--- config.mk ---
export PLATFORM = sky130hd
export DESIGN_NAME = http_url_splitter_unit
export DESIGN_NICKNAME = d
export VERILOG_FILES = /design/src/hw/rtl/hus_pkg.sv /design/src/hw/rtl/hus_front.sv /design/src/hw/rtl/hus_queue.sv /design/src/hw/rtl/hus_back.sv /design/src/hw/rtl/http_url_splitter_unit.sv
export SDC_FILE = /design/constraint.sdc
export NUM_CORES = 1
export LEC_CHECK = 0
export BUFFER_PORTS_ARGS = -buffer_cell sky130_fd_sc_hd__buf_2
export CAP_MARGIN = 0
export CORE_UTILIZATION = 46
export DETAILED_ROUTE_END_ITERATION = 6
export SLEW_MARGIN = 20
export SYNTH_ARGS = -nofsm -noshare
export SYNTH_HDL_FRONTEND = slang
export SYNTH_SLANG_ARGS = --single-unit
--- constraint.sdc ---
create_clock -name i_clk -period 8.95 [get_ports i_clk]
set_input_delay 0.4475 -clock i_clk [delete_from_list [all_inputs] [get_ports i_clk]]
set_output_delay 0.4475 -clock i_clk [all_outputs]
set_load 0.01 [all_outputs]
--- src/hw/rtl/hus_pkg.sv ---
// shared types and constants for the url splitter
// phase and kind codes, the job record passed from front to back, prefix patterns
// no dependencies
package hus_pkg;

    // parse phase, one-hot
    typedef enum logic [4:0] {
        PH_FIRST  = 5'b00001,
        PH_PREFIX = 5'b00010,
        PH_HOST   = 5'b00100,
        PH_PORT   = 5'b01000,
        PH_PATH   = 5'b10000
    } t_phase;

    // kind of a result beat
    typedef enum logic [1:0] {
        KIND_NONE = 2'd0,
        KIND_HOST = 2'd1,
        KIND_PATH = 2'd2
    } t_kind;

    localparam int JOB_SLOTS    = 8;
    localparam int RESULT_SLOTS = 10;
    localparam int SLOT_SLASH   = 8;
    localparam int SLOT_SILENT  = 9;
    localparam int HTTPS_LEN    = 8;
    localparam int HTTP_LEN     = 7;
    localparam int QUEUE_DEPTH  = 2;

    localparam logic [7:0]  CH_COLON     = 8'h3A;
    localparam logic [7:0]  CH_SLASH     = 8'h2F;
    localparam logic [15:0] PORT_DEFAULT = 16'd80;
    localparam logic [15:0] PORT_MAX     = 16'hFFFF;

    // prefix patterns, entry 0 is the first character
    localparam logic [7:0][7:0] PAT_HTTPS = {
        8'h2F, 8'h2F, 8'h3A, 8'h73, 8'h70, 8'h74, 8'h74, 8'h68
    };
    localparam logic [7:0][7:0] PAT_HTTP = {
        8'h00, 8'h2F, 8'h2F, 8'h3A, 8'h70, 8'h74, 8'h74, 8'h68
    };

    // work for the back end: up to eight byte slots, a slash slot and a silent slot
    typedef struct packed {
        logic [JOB_SLOTS-1:0][7:0]  slot_byte;
        t_kind                      slot0_kind;
        logic [RESULT_SLOTS-1:0]    pend;
        logic                       last;
        logic                       https;
        logic [15:0]                port;
    } t_job;

    function automatic logic is_digit(input logic [7:0] b);
        return (b >= 8'h30) && (b <= 8'h39);
    endfunction

endpackage

--- src/hw/rtl/hus_front.sv ---
// front end: accepts url bytes, tracks prefix, host, port and path phases
// and builds one job record per byte; depends on hus_pkg
module hus_front import hus_pkg::*; (
    input  logic        i_clk,
    input  logic        i_rst_n,
    input  logic        i_valid,
    output logic        o_ready,
    input  logic [7:0]  i_byte,
    input  logic        i_last,
    input  logic        i_full,
    output logic        o_push,
    output t_job        o_job
);

    t_phase             r_phase, n_phase;
    logic [7:0][7:0]    r_store, n_store;
    logic [2:0]         r_cnt, n_cnt;
    logic               r_s_ok, n_s_ok;
    logic               r_p_ok, n_p_ok;
    logic               r_https, n_https;
    logic [15:0]        r_port, n_port;
    logic               r_open, n_open;
    logic               r_conn, n_conn;

    logic               acc;
    logic               do_prefix;
    logic [2:0]         cnt_base;
    logic               s_base, p_base;
    logic               s_hit, p_hit;
    t_kind              k0;
    logic [19:0]        port_mul;
    logic [7:0][7:0]    rb;
    logic [7:0]         rv;
    logic [7:0]         host_mask;
    logic               seen, pf, bad;
    logic [15:0]        pdig;
    logic               slash;

    assign o_ready = !i_full;
    assign acc     = i_valid && !i_full;
    assign o_push  = acc && (|o_job.pend);

    // port digit step with saturation
    assign port_mul = ({4'b0, r_port} << 3) + ({4'b0, r_port} << 1) + {16'b0, i_byte[3:0]};

    // held bytes plus this byte, as they would replay
    always_comb begin
        for (int i = 0; i < JOB_SLOTS; i++) begin
            rb[i] = (3'(i) == cnt_base) ? i_byte : r_store[i];
            rv[i] = (3'(i) <= cnt_base);
        end
    end

    // replay scan: host bytes before the first colon, port from the byte after it
    always_comb begin
        seen      = 1'b0;
        pf        = 1'b0;
        bad       = 1'b0;
        pdig      = 16'd0;
        host_mask = '0;
        for (int i = 0; i < JOB_SLOTS; i++) begin
            if (rv[i]) begin
                if (seen) begin
                    if (!is_digit(rb[i])) begin
                        bad = 1'b1;
                    end else if (pf) begin
                        pdig = {12'b0, rb[i][3:0]};
                    end
                end else if (rb[i] != CH_COLON) begin
                    host_mask[i] = 1'b1;
                end
                pf = !seen && (rb[i] == CH_COLON);
                if (rb[i] == CH_COLON) begin
                    seen = 1'b1;
                end
            end else begin
                pf = 1'b0;
            end
        end
    end

    // next state and job record
    always_comb begin
        n_phase   = r_phase;
        n_store   = r_store;
        n_cnt     = r_cnt;
        n_s_ok    = r_s_ok;
        n_p_ok    = r_p_ok;
        n_https   = r_https;
        n_port    = r_port;
        n_open    = r_open;
        n_conn    = r_conn;
        do_prefix = 1'b0;
        cnt_base  = r_cnt;
        s_base    = r_s_ok;
        p_base    = r_p_ok;
        s_hit     = 1'b0;
        p_hit     = 1'b0;
        k0        = KIND_NONE;
        o_job     = '0;

        // single byte through the current phase
        unique case (r_phase)
            PH_FIRST: begin
                if (i_byte == CH_SLASH) begin
                    n_phase = PH_PATH;
                    k0      = KIND_PATH;
                end else begin
                    do_prefix = 1'b1;
                    cnt_base  = 3'd0;
                    s_base    = 1'b1;
                    p_base    = 1'b1;
                end
            end
            PH_PREFIX: begin
                do_prefix = 1'b1;
            end
            PH_HOST: begin
                if (i_byte == CH_COLON) begin
                    n_phase = PH_PORT;
                    n_port  = 16'd0;
                    n_open  = 1'b1;
                end else if (i_byte == CH_SLASH && !r_conn) begin
                    n_phase = PH_PATH;
                    k0      = KIND_PATH;
                end else begin
                    k0 = KIND_HOST;
                end
            end
            PH_PORT: begin
                if (i_byte == CH_SLASH && !r_conn) begin
                    n_phase = PH_PATH;
                    k0      = KIND_PATH;
                end else if (r_open && is_digit(i_byte)) begin
                    n_port = (port_mul > {4'b0, PORT_MAX}) ? PORT_MAX : port_mul[15:0];
                end else begin
                    n_open = 1'b0;
                end
            end
            PH_PATH: begin
                k0 = KIND_PATH;
            end
            default: begin
                n_phase = PH_FIRST;
            end
        endcase

        o_job.slot_byte[0] = i_byte;
        o_job.slot0_kind   = k0;
        o_job.pend[0]      = (k0 != KIND_NONE);

        // prefix matching, completion or replay in connect form
        if (do_prefix) begin
            n_store[cnt_base] = i_byte;
            s_hit = s_base && (i_byte == PAT_HTTPS[cnt_base]);
            p_hit = p_base && (cnt_base != 3'(HTTP_LEN)) && (i_byte == PAT_HTTP[cnt_base]);
            if (s_hit && cnt_base == 3'(HTTPS_LEN - 1)) begin
                n_https = 1'b1;
                n_cnt   = 3'd0;
                n_phase = PH_HOST;
            end else if (p_hit && cnt_base == 3'(HTTP_LEN - 1)) begin
                n_https = 1'b0;
                n_cnt   = 3'd0;
                n_phase = PH_HOST;
            end else if ((s_hit || p_hit) && !i_last) begin
                n_cnt   = cnt_base + 3'd1;
                n_s_ok  = s_hit;
                n_p_ok  = p_hit;
                n_phase = PH_PREFIX;
            end else begin
                n_conn            = 1'b1;
                n_https           = 1'b0;
                n_cnt             = 3'd0;
                n_phase           = seen ? PH_PORT : PH_HOST;
                n_port            = seen ? pdig : PORT_DEFAULT;
                n_open            = seen && !bad;
                o_job.slot_byte   = rb;
                o_job.slot0_kind  = KIND_HOST;
                o_job.pend[JOB_SLOTS-1:0] = host_mask;
            end
        end

        // end of url: supplied slash, or a silent beat carrying last
        slash                      = i_last && !n_conn && (n_phase != PH_PATH);
        o_job.pend[SLOT_SLASH]     = slash;
        o_job.pend[SLOT_SILENT]    = i_last && !(|o_job.pend[SLOT_SLASH:0]);
        o_job.last                 = i_last;
        o_job.https                = n_https;
        o_job.port                 = n_port;
    end

    // parse state, back to reset values after the final byte
    always_ff @(posedge i_clk) begin
        if (!i_rst_n || (acc && i_last)) begin
            r_phase <= PH_FIRST;
            r_cnt   <= 3'd0;
            r_s_ok  <= 1'b0;
            r_p_ok  <= 1'b0;
            r_https <= 1'b0;
            r_port  <= PORT_DEFAULT;
            r_open  <= 1'b0;
            r_conn  <= 1'b0;
        end else if (acc) begin
            r_phase <= n_phase;
            r_cnt   <= n_cnt;
            r_s_ok  <= n_s_ok;
            r_p_ok  <= n_p_ok;
            r_https <= n_https;
            r_port  <= n_port;
            r_open  <= n_open;
            r_conn  <= n_conn;
        end
    end

    // held prefix bytes
    always_ff @(posedge i_clk) begin
        if (acc) begin
            r_store <= n_store;
        end
    end

endmodule

--- src/hw/rtl/hus_queue.sv ---
// short job queue between front and back end
// two entries of t_job; depends on hus_pkg
module hus_queue import hus_pkg::*; (
    input  logic    i_clk,
    input  logic    i_rst_n,
    input  logic    i_push,
    input  t_job    i_job,
    output logic    o_full,
    output logic    o_valid,
    input  logic    i_pop,
    output t_job    o_job
);

    localparam int PTR_W = $clog2(QUEUE_DEPTH);
    localparam int CNT_W = $clog2(QUEUE_DEPTH + 1);

    t_job               r_mem [QUEUE_DEPTH];
    logic [PTR_W-1:0]   r_wr, r_rd;
    logic [CNT_W-1:0]   r_count, n_count;
    logic               do_push, do_pop;

    assign o_full  = (r_count == CNT_W'(QUEUE_DEPTH));
    assign o_valid = (r_count != '0);
    assign o_job   = r_mem[r_rd];
    assign do_push = i_push && !o_full;
    assign do_pop  = i_pop && o_valid;

    // occupancy
    always_comb begin
        n_count = r_count;
        if (do_push && !do_pop) begin
            n_count = r_count + CNT_W'(1);
        end else if (do_pop && !do_push) begin
            n_count = r_count - CNT_W'(1);
        end
    end

    // pointers
    always_ff @(posedge i_clk) begin
        if (!i_rst_n) begin
            r_wr    <= '0;
            r_rd    <= '0;
            r_count <= '0;
        end else begin
            r_count <= n_count;
            if (do_push) begin
                r_wr <= (r_wr == PTR_W'(QUEUE_DEPTH - 1)) ? '0 : r_wr + PTR_W'(1);
            end
            if (do_pop) begin
                r_rd <= (r_rd == PTR_W'(QUEUE_DEPTH - 1)) ? '0 : r_rd + PTR_W'(1);
            end
        end
    end

    // entry storage
    always_ff @(posedge i_clk) begin
        if (do_push) begin
            r_mem[r_wr] <= i_job;
        end
    end

endmodule

--- src/hw/rtl/hus_back.sv ---
// back end: walks the pending slots of a job and drives one result beat per cycle
// unless i_m_tready stalls, through a registered output stage; depends on hus_pkg
module hus_back import hus_pkg::*; (
    input  logic        i_clk,
    input  logic        i_rst_n,
    input  logic        i_valid,
    input  t_job        i_job,
    output logic        o_pop,
    output logic        o_m_tvalid,
    input  logic        i_m_tready,
    output logic [7:0]  o_m_byte,
    output t_kind       o_m_kind,
    output logic        o_m_last,
    output logic        o_m_https,
    output logic [15:0] o_m_port
);

    t_job                       r_cur;
    logic [RESULT_SLOTS-1:0]    r_pend;
    logic                       r_out_valid;
    logic [7:0]                 r_out_byte;
    t_kind                      r_out_kind;
    logic                       r_out_last;
    logic                       r_out_https;
    logic [15:0]                r_out_port;

    logic [RESULT_SLOTS-1:0]    pick, rest;
    logic                       have, can_load, emit;
    logic [7:0]                 sel_byte;
    t_kind                      sel_kind;

    assign have     = |r_pend;
    assign pick     = r_pend & (~r_pend + RESULT_SLOTS'(1));
    assign rest     = r_pend & ~pick;
    assign can_load = !r_out_valid || i_m_tready;
    assign emit     = can_load && have;
    assign o_pop    = i_valid && (!have || (emit && (rest == '0)));

    // select the lowest pending slot
    always_comb begin
        sel_byte = 8'd0;
        sel_kind = KIND_NONE;
        for (int i = 0; i < JOB_SLOTS; i++) begin
            if (pick[i]) begin
                sel_byte = r_cur.slot_byte[i];
                sel_kind = (i == 0) ? r_cur.slot0_kind : KIND_HOST;
            end
        end
        if (pick[SLOT_SLASH]) begin
            sel_byte = CH_SLASH;
            sel_kind = KIND_PATH;
        end
    end

    // current job and pending slots
    always_ff @(posedge i_clk) begin
        if (!i_rst_n) begin
            r_pend <= '0;
        end else if (o_pop) begin
            r_pend <= i_job.pend;
        end else if (emit) begin
            r_pend <= rest;
        end
    end

    always_ff @(posedge i_clk) begin
        if (o_pop) begin
            r_cur <= i_job;
        end
    end

    // output stage
    always_ff @(posedge i_clk) begin
        if (!i_rst_n) begin
            r_out_valid <= 1'b0;
        end else if (emit) begin
            r_out_valid <= 1'b1;
        end else if (i_m_tready) begin
            r_out_valid <= 1'b0;
        end
    end

    always_ff @(posedge i_clk) begin
        if (emit) begin
            r_out_byte  <= sel_byte;
            r_out_kind  <= sel_kind;
            r_out_last  <= r_cur.last && (rest == '0);
            r_out_https <= r_cur.https;
            r_out_port  <= r_cur.port;
        end
    end

    assign o_m_tvalid = r_out_valid;
    assign o_m_byte   = r_out_byte;
    assign o_m_kind   = r_out_kind;
    assign o_m_last   = r_out_last;
    assign o_m_https  = r_out_https;
    assign o_m_port   = r_out_port;

endmodule

--- src/hw/rtl/http_url_splitter_unit.sv ---
// url splitter: one byte per beat in, host and path bytes with scheme and port out
// throughput: one byte per cycle in while the job queue has room, one result beat
// per cycle out while m_tready is high; a step that replays a broken prefix gives
// up to six beats, the output stage sets the pace
// reset: synchronous active-low i_rst_n clears parse state, job queue and output stage
module http_url_splitter_unit import hus_pkg::*; (
    input  logic        i_clk,
    input  logic        i_rst_n,
    input  logic        s_tvalid,
    output logic        s_tready,
    input  logic [7:0]  s_tdata,   // [7:0] in_byte
    input  logic        s_tlast,   // in_last
    output logic        m_tvalid,
    input  logic        m_tready,
    output logic [31:0] m_tdata,   // [7:0] out_byte, [8] scheme_https, [24:9] port_number
    output logic [1:0]  m_tuser,   // [1:0] out_kind
    output logic        m_tlast    // out_last
);

    t_job           push_job, head_job;
    logic           push, full, head_valid, pop;
    logic [7:0]     out_byte;
    t_kind          out_kind;
    logic           out_https;
    logic [15:0]    out_port;

    // classify bytes
    hus_front u_front (
        .i_clk   (i_clk),
        .i_rst_n (i_rst_n),
        .i_valid (s_tvalid),
        .o_ready (s_tready),
        .i_byte  (s_tdata),
        .i_last  (s_tlast),
        .i_full  (full),
        .o_push  (push),
        .o_job   (push_job)
    );

    // decouple front and back
    hus_queue u_queue (
        .i_clk   (i_clk),
        .i_rst_n (i_rst_n),
        .i_push  (push),
        .i_job   (push_job),
        .o_full  (full),
        .o_valid (head_valid),
        .i_pop   (pop),
        .o_job   (head_job)
    );

    // emit result beats
    hus_back u_back (
        .i_clk      (i_clk),
        .i_rst_n    (i_rst_n),
        .i_valid    (head_valid),
        .i_job      (head_job),
        .o_pop      (pop),
        .o_m_tvalid (m_tvalid),
        .i_m_tready (m_tready),
        .o_m_byte   (out_byte),
        .o_m_kind   (out_kind),
        .o_m_last   (m_tlast),
        .o_m_https  (out_https),
        .o_m_port   (out_port)
    );

    assign m_tdata = {7'd0, out_port, out_https, out_byte};
    assign m_tuser = out_kind;

endmodule
==> out/results.env, run 1 <==
DRT_DRC_VIOLATIONS_LEFT=20
MAXCAPVIOLCOUNT=0
SYNTH-ASYNC-RESET-RATIO_PCT=0
DETAIL-ROUTE-ANTENNA-NETS=0
DETAILEDROUTE.FIRSTPASSITERATIONCOUNT=7
STARTING_DENSITY_PCT=46.78
TRITONCTS_CLOCK_TREE='yes'
HP-START='s_tlast'
R2R_SLACK_NS=3.11
CP_NUM_BUF_INV=2
CTS_SETUP_BUFFERS=0
MAX-VDD-IR-DROP_V=0.0001807
TIMING.FINAL.MAX_SLEW_VIOLATIONS=0
TIMING.MAX_SLEW.REL_SLACK_PCT=33.19
NNETSFINAL=1605
SYNTH.AREA.TOP_CELLS='sky130_fd_sc_hd__edfxtp_1, sky130_fd_sc_hd__mux2_2, sky130_fd_sc_hd__dfxtp_1'
CTS_HTREE_LEVELS=2
NETLIST.TOP_CELL.BY_AREA='sky130_fd_sc_hd__edfxtp_1'
SETUP_VIOL=0
PERIOD_NEEDED_NS=5.989
SYNTH_TOP_CELL_AREA_SHARE_PCT=56.97
MIN-DELAY-PATH-CLASS='primary input to register'
TNS_NS=0
REG2REG_TO='u_queue.r_mem[1][6]'
DP_HPWL_MM=33.98
DIE_H_MICRONS=206.2
TOTAL_LEAKAGE_POWER_nW=7.607
FILLERINSTANCES=3535
DETAIL_ROUTE.ITER0.VIOLATIONS=1150
HOLD_PATH_DEPTH=1
GRT_MAX_DEGREE=95
FF2FF_PATH_DEPTH=16
POWER_DENSITY_CELLS_nW_PER_UM2=300.4
NUMBER_OF_WARNING_MESSAGES_IN_THE_YOSYS_LOG=0
GROUTE.USAGE.OVERALL_PCT=23.89
SYNTH-XOR-AREA-SHARE_PCT=0.8217
TOP_LEVEL_PORTS=50
ANTENNA_FOUND_INITIAL=2
LAYOUT_COMMON_CELLS='sky130_fd_sc_hd__edfxtp_1, sky130_fd_sc_hd__nor2_1, sky130_fd_sc_hd__nand2_1'
SYNTH_REGISTER_BITS=409
CPMOSTUSEDCELL='sky130_fd_sc_hd__nand2_1'
SYNTH.DISTINCT_CELLS=94
SLOWEST_STAGE_DELAY_CP_NS=0.67
CRITICAL_PATH.REG2REG.STARTPOINT='u_front.r_phase[0]'
CLOCK_TREE.ROOT_CELL='sky130_fd_sc_hd__clkbuf_16'
SYNTH_TOP_FAMILY_BY_AREA='compound AO/OA/AOI/OAI gates'
ROUTED_VIA_DENSITY=5.993
SEQ_AREA_FRAC_SYNTH_PCT=61.67
SYNTHADDERAREAFRAC_PCT=2.804
CP_TOP_FAMILY='simple AND/OR/NAND/NOR gates'
WORSTMARGINPINSLEW_NS=0.9945
CLOCK_LATENCY_NS=0.57
POST_SYNTH_MUX_AREA_SHARE_PCT=8.334
HOLD_PATH_END='u_queue.r_mem[0][17]'
YOSYS.AREA_SHARE.SIMPLE_PCT=11.54
MOSTFREQUENTLAYOUTCELL='sky130_fd_sc_hd__edfxtp_1'
COMBINED_AREA_OF_ALL_SYNTHESIZED_CELLS_SQ_UM=19190
PLACE.PORT_BUFFERS=42
PATH_MAX_FANOUT=51
WORSTSETUPENDPOINTTYPE='register'
SYNTH_TOP_FLOP_CELL='sky130_fd_sc_hd__edfxtp_1'
POST_CTS_RESIZE_COUNT=0
VIOLATIONS='design-rule violations'
TOTALWIRELENGTH_MM=50.01
DESIGN.DIE.AREA_SQ_UM=42530
CTS_MAX_PATH_BUFFERS=3
AVERAGE_FOOTPRINT_OF_A_SYNTHESIZED_CELL_SQ_UM=12.61
SYNTH_COMPOUND_AREA_SHARE_PCT=12.10
VIA_COUNT=12688
CP.REQUIRED_NS=9.18
CTS.SINKS=409
FINAL.PERIOD_UTILIZATION_PCT=66.92
CTS_HOLD_REPAIR.BUFFERS=0
CTS_INSERTED_BUFFERS=43
FINALPOWER_mW=6.393
NUMBER_OF_FLOPS_MAPPED_TO_ENABLE_CELLS_BY_YOSYS=364
GLOBALROUTE.TOTALOVERFLOW=0
AVERAGE_WIRE_LENGTH_PER_CELL_AFTER_DETAIL_ROUTING_MICRONS=23.62
FIN_WORST_SKEW_NS=0.01488
FLOW.AREA_GROWTH_FROM_SYNTHESIS_PCT=10.94
DIE_WIDTH_MICRONS=206.2
GRT_SETUP_UNREPAIRED='no'
WORST-SETUP-PATH-TYPE='primary input to register'
CORE-AREA_SQ_UM=41020
LAYOUT-DRIVE-GT1-SHARE_PCT=16.10
CLK_PIN_SLEW_WORST_PATHS_NS=0.06
FIRST_GLOBAL_VIAS=12037
FINALWEIGHTEDCONGESTION=0.9591
RUN_STATUS='finished, violations left'
GRT_FIRST_PASS_WIRELENGTH_MM=74.98
TIMING_HOLD_VIOLATIONS_FINAL=0
CRIT_PATH_CELL_TRACE='buf_2, nand4b_2, or2_1, nand2_1, nand2_1, ha_1, and3b_1, o211a_1, nor2_1, a21oi_1, nor4_4, nand2_1, o211ai_1, o211a_1, and2_4, buf_4'
FP-ROW-COUNT=74
STARTPOINT_CLASS_OF_THE_CRITICAL_PATH='primary input'
SYN_INST=1521
WORST-ENDPOINT-ARRIVAL_NS=6.22
FMAX_MHz=167.0
TIMING.CRITICAL_PATH.SLOWEST_STAGE_CELL='sky130_fd_sc_hd__nor4_4'
==> worst max path at each step <==
stage / depth (start not counted) / start / slack, ns / end
6_report: 16 / s_tdata[0] / 2.96 / u_queue.r_mem[1][6]
5_1_grt: 16 / s_tdata[0] / 2.58 / u_queue.r_mem[1][12]
4_1_cts: 16 / s_tdata[0] / 3.02 / u_queue.r_mem[1][6]
3_5_place_dp: 16 / s_tdata[0] / 2.46 / u_queue.r_mem[1][9]
3_3_place_gp: 17 / s_tdata[0] / 2.65 / u_queue.r_mem[1][7]
2_1_floorplan: 17 / s_tdata[2] / 0.67 / u_queue.r_mem[0][0]
==> stage by stage <==
stage / area (sq um) / setup WS [ns] / hold WS [ns] / cells / util [%]
after floorplan: 19210 / 0.6701 / 0.4003 / 1527 / -
after global placement: 19900 / 2.648 / 0.4030 / 2037 / 48.52
after detailed placement: 19900 / 2.459 / 0.4057 / 2037 / 48.52
after CTS: 21270 / 3.018 / 0.2521 / 2115 / 51.86
after global routing: 21280 / 2.580 / 0.2661 / 2116 / 51.89
final: 21290 / 2.961 / 0.2836 / 2117 / 51.89
==> routing by layer <==
| metal | vias to the layer above | GRT usage, % | part of all wire, % |
|---|---|---|---|
| li1 | 5867 | - | - |
| met1 | 6275 | 36.45 | 47 |
| met2 | 465 | 34.77 | 44 |
| met3 | 81 | 3.217 | 6.4 |
| met4 | 0 | 8.246 | 2.8 |
| met5 | - | 0 | 0 |
==> flip-flops by register name, indices dropped and copies added (netlist names), named ones only <==
signal	flops
u_front.r_conn	1
u_back.o_m_port	16
u_queue.r_count	2
u_front.r_https	1
u_back.r_cur	84
u_back.o_m_last	1
u_back.o_m_https	1
u_front.r_store	64
u_front.r_phase	5
u_back.o_m_byte	8
u_front.r_open	1
u_back.o_m_tvalid	1
u_queue.r_rd	1
u_queue.r_wr	1
u_back.o_m_kind	2
u_queue.r_mem	188
u_front.r_port	16
u_back.r_pend	10
u_front.r_s_ok	1
u_front.r_p_ok	1
u_front.r_cnt	3
==> final cells by class <==
class	count	area (sq um)	share of cell area [%]
clock buffer	52	1151	5.408
inverter	33	125.1	0.5878
multi-input combinational	997	6872	32.28
clock inverter	26	220.2	1.035
tap	532	665.6	3.127
sequential	409	11840	55.60
timing repair buffer	67	414.1	1.946
antenna	1	2.502	0.01176
==> kinds of logic after synthesis <==
logic type / Yosys count
compound gates: 343
xor+xnor: 18
fa+ha+maj: 42
buf+inv: 121
flops: 409
mux: 148
other cells: 1
simple gates: 439
==> worst reg2reg max path, stage by stage, from the launching register on <==
cell and delay (ns):
sky130_fd_sc_hd__dfxtp_1 0.53, sky130_fd_sc_hd__nor2b_1 0.34, sky130_fd_sc_hd__and2_1 0.32, sky130_fd_sc_hd__nand2_1 0.19, sky130_fd_sc_hd__nand2_1 0.26, sky130_fd_sc_hd__inv_1 0.11, sky130_fd_sc_hd__ha_1 0.39, sky130_fd_sc_hd__and3b_1 0.26
sky130_fd_sc_hd__o211a_1 0.18, sky130_fd_sc_hd__o21ai_1 0.24, sky130_fd_sc_hd__o2bb2a_1 0.30, sky130_fd_sc_hd__nor4_4 0.57, sky130_fd_sc_hd__nand2_1 0.24, sky130_fd_sc_hd__o211ai_1 0.24, sky130_fd_sc_hd__o211a_1 0.27, sky130_fd_sc_hd__and2_4 0.64
sky130_fd_sc_hd__buf_4 0.46
==> report_power, final <==
group / total, mW / leakage (nW) / switching [mW] / internal (mW)
registers: 3.03 / 3.77 / 0.189 / 2.84
clock network: 1.74 / 0.670 / 0.732 / 1.00
logic: 1.63 / 3.16 / 1.10 / 0.525
==> synth_stat cells (11+ instances only) <==
| master | number |
|---|---|
| sky130_fd_sc_hd__nand2b_1 | 19 |
| sky130_fd_sc_hd__buf_1 | 13 |
| sky130_fd_sc_hd__o31ai_1 | 12 |
| sky130_fd_sc_hd__and2_1 | 15 |
| sky130_fd_sc_hd__edfxtp_1 | 364 |
| sky130_fd_sc_hd__dfxtp_1 | 45 |
| sky130_fd_sc_hd__clkbuf_1 | 47 |
| sky130_fd_sc_hd__or3_1 | 14 |
| sky130_fd_sc_hd__mux2i_1 | 54 |
| sky130_fd_sc_hd__ha_1 | 39 |
| sky130_fd_sc_hd__nor3_1 | 25 |
| sky130_fd_sc_hd__buf_2 | 17 |
| sky130_fd_sc_hd__nand2_1 | 117 |
| sky130_fd_sc_hd__nor2_1 | 138 |
| sky130_fd_sc_hd__o21ai_0 | 81 |
| sky130_fd_sc_hd__a21oi_1 | 81 |
| sky130_fd_sc_hd__nor4bb_1 | 15 |
| sky130_fd_sc_hd__mux2_2 | 94 |
| sky130_fd_sc_hd__a22oi_1 | 19 |
| sky130_fd_sc_hd__o22ai_1 | 15 |
| sky130_fd_sc_hd__o211ai_1 | 13 |
| sky130_fd_sc_hd__inv_1 | 32 |
| sky130_fd_sc_hd__nor2b_1 | 11 |
| sky130_fd_sc_hd__nand3_1 | 26 |
(Power assumes the default switching activity.)
==> inputs of run 2 (changes only) <==
==> constraint.sdc (replaced) <==
create_clock -name i_clk -period 5.6 [get_ports i_clk]
set_input_delay 0.28 -clock i_clk [delete_from_list [all_inputs] [get_ports i_clk]]
set_output_delay 0.28 -clock i_clk [all_outputs]
set_load 0.01 [all_outputs]
==> out/results.env, run 2 (synthesized netlist as in run 1, its figures left out) <==
PLACE.PORT_BUFFERS=42
FINAL_DESIGN_AREA_NO_FILL_SQ_UM=21500
LAYOUT_COMMON_CELLS='sky130_fd_sc_hd__edfxtp_1, sky130_fd_sc_hd__nor2_1, sky130_fd_sc_hd__nand2_1'
TRITONCTS_CLOCK_TREE='yes'
POST_CTS_RESIZE_COUNT=0
FINALWEIGHTEDCONGESTION=0.9310
SETUP_VIOL=0
FINISH.CELL_COUNT_WITHOUT_FILLERS=2137
STARTING_DENSITY_PCT=46.78
LARGEST_REGISTER='u_queue.r_mem'
TOTAL_LEAKAGE_POWER_nW=7.712
ROUTED_VIA_DENSITY=5.920
TNS_NS=0
CLK_PIN_SLEW_WORST_PATHS_NS=0.06
VIOLATIONS='design-rule violations'
CORE-AREA_SQ_UM=41020
CTS_HTREE_LEVELS=2
TIMING.FINAL.MAX_SLEW_VIOLATIONS=0
PLACEDCELLCOUNT=2059
PERIOD_NEEDED_NS=5.016
CLOCK_LATENCY_NS=0.56
GRT_SETUP_UNREPAIRED='no'
RUN_STATUS='finished, violations left'
CLOCK_TREE.ROOT_CELL='sky130_fd_sc_hd__clkbuf_16'
DETAIL_ROUTE.ITER0.VIOLATIONS=1281
TOP_LEVEL_PORTS=50
MAX-VDD-IR-DROP_V=0.0003271
WORSTSETUPENDPOINTTYPE='register'
NNETSFINAL=1625
DIE_WIDTH_MICRONS=206.2
LAYOUT-DRIVE-GT1-SHARE_PCT=17.26
CP.REQUIRED_NS=5.88
MOSTFREQUENTLAYOUTCELL='sky130_fd_sc_hd__edfxtp_1'
N_ANTENNA_CELL=0
FIN_WORST_SKEW_NS=0.02874
CTS_SETUP_BUFFERS=0
CTS_INSERTED_BUFFERS=42
NUMBER_OF_FLIP_FLOPS_IN_THE_LARGEST_REGISTER=188
MIN-DELAY-PATH-CLASS='primary input to register'
FLOW.AREA_GROWTH_FROM_SYNTHESIS_PCT=12.05
DETAILEDROUTE.FIRSTPASSITERATIONCOUNT=7
DESIGN.DIE.AREA_SQ_UM=42530
FP-ROW-COUNT=74
POSTPLACECELLAREA_SQ_UM=20120
FINAL_CORE_UTILIZATION_PCT=52.41
MAXCAPVIOLCOUNT=0
CTS_HOLD_REPAIR.BUFFERS=0
LAYOUT_TOP_REGISTERS='u_queue.r_mem (188), u_back.r_cur (84), u_front.r_store (64)'
PATH_MAX_FANOUT=13
VIA_COUNT=12650
CTS_MAX_PATH_BUFFERS=3
ANTENNA_FOUND_INITIAL=0
GLOBALROUTE.TOTALOVERFLOW=0
GRT_FIRST_PASS_WIRELENGTH_MM=74.45
FINAL.PERIOD_UTILIZATION_PCT=89.57
WORSTMARGINPINSLEW_NS=1.032
STARTPOINT_CLASS_OF_THE_CRITICAL_PATH='register'
FIRST_GLOBAL_VIAS=11998
DETAIL-ROUTE-ANTENNA-NETS=0
POWER_DENSITY_CELLS_nW_PER_UM2=477.4
TIMING.MAX_SLEW.REL_SLACK_PCT=30.86
CTS.SINKS=409
AVERAGE_WIRE_LENGTH_PER_CELL_AFTER_DETAIL_ROUTING_MICRONS=23.28
WORST-SETUP-PATH-TYPE='register to register'
FMAX_MHz=199.4
WORST-ENDPOINT-ARRIVAL_NS=5.29
DIE_H_MICRONS=206.2
TOTALWIRELENGTH_MM=49.75
TIMING_HOLD_VIOLATIONS_FINAL=0
GRT_MAX_DEGREE=77
GROUTE.USAGE.OVERALL_PCT=23.57
DP_HPWL_MM=34.63
DRT_DRC_VIOLATIONS_LEFT=8
[run 2: critical path: stages, from the launching register on]
cell and delay, ns:
sky130_fd_sc_hd__dfxtp_1 0.41, sky130_fd_sc_hd__nor3_4 0.36, sky130_fd_sc_hd__and2_1 0.31, sky130_fd_sc_hd__nand2_1 0.18, sky130_fd_sc_hd__nand2_1 0.28, sky130_fd_sc_hd__inv_1 0.11, sky130_fd_sc_hd__ha_1 0.38, sky130_fd_sc_hd__and3b_1 0.24
sky130_fd_sc_hd__o211a_1 0.18, sky130_fd_sc_hd__or3_1 0.45, sky130_fd_sc_hd__o2bb2a_1 0.35, sky130_fd_sc_hd__nor4_4 0.07, sky130_fd_sc_hd__buf_4 0.20, sky130_fd_sc_hd__a2111oi_0 0.84, sky130_fd_sc_hd__buf_4 0.25, sky130_fd_sc_hd__o21ai_0 0.12
[run 2: layout make-up]
cell class	count	area, sq um
clock buffer	55	1110
fill	3542	19520
multi-input combinational	997	6882
timing repair buffer	88	618.1
inverter	33	125.1
clock inverter	23	262.8
sequential	409	11840
tap	532	665.6
[run 2: report_power, final]
part,internal (mW),switching [mW],total (mW)
combinational,0.879,1.77,2.65
clock,1.61,1.16,2.76
sequential,4.54,0.313,4.85
[run 2: stage by stage]
step / power (mW) / hold slack (ns) / setup slack, ns
2_1_floorplan: 6.598 / 0.3789 / 0.3304
3_3_place_gp: 7.555 / 0.4029 / 0.7658
3_5_place_dp: 7.594 / 0.4045 / 0.6239
5_1_grt: 10.77 / 0.08142 / 0.3353
4_1_cts: 10.37 / 0.07897 / 0.6870
6_report: 10.26 / 0.1089 / 0.5843
[run 2: final timing paths]
path,depth (start not counted),end,from,slack [ns]
worst min register to register,0,u_back.o_m_port[11],u_back.r_cur[11],0.42
worst min-delay path,1,u_queue.r_mem[0][17],s_tlast,0.11
worst max register to register,15,u_queue.r_mem[0][0],u_front.r_phase[3],0.58
worst max-delay path,15,u_queue.r_mem[0][0],u_front.r_phase[3],0.58
[run 2: routing by layer]
layer / GRT usage [%] / part of all wire, % / vias up
met5: 0 / 0 / -
met3: 3.232 / 5.9 / 80
li1: - / - / 5893
met2: 35.56 / 44 / 421
met1: 35.33 / 47 / 6256
met4: 6.696 / 2.4 / 0
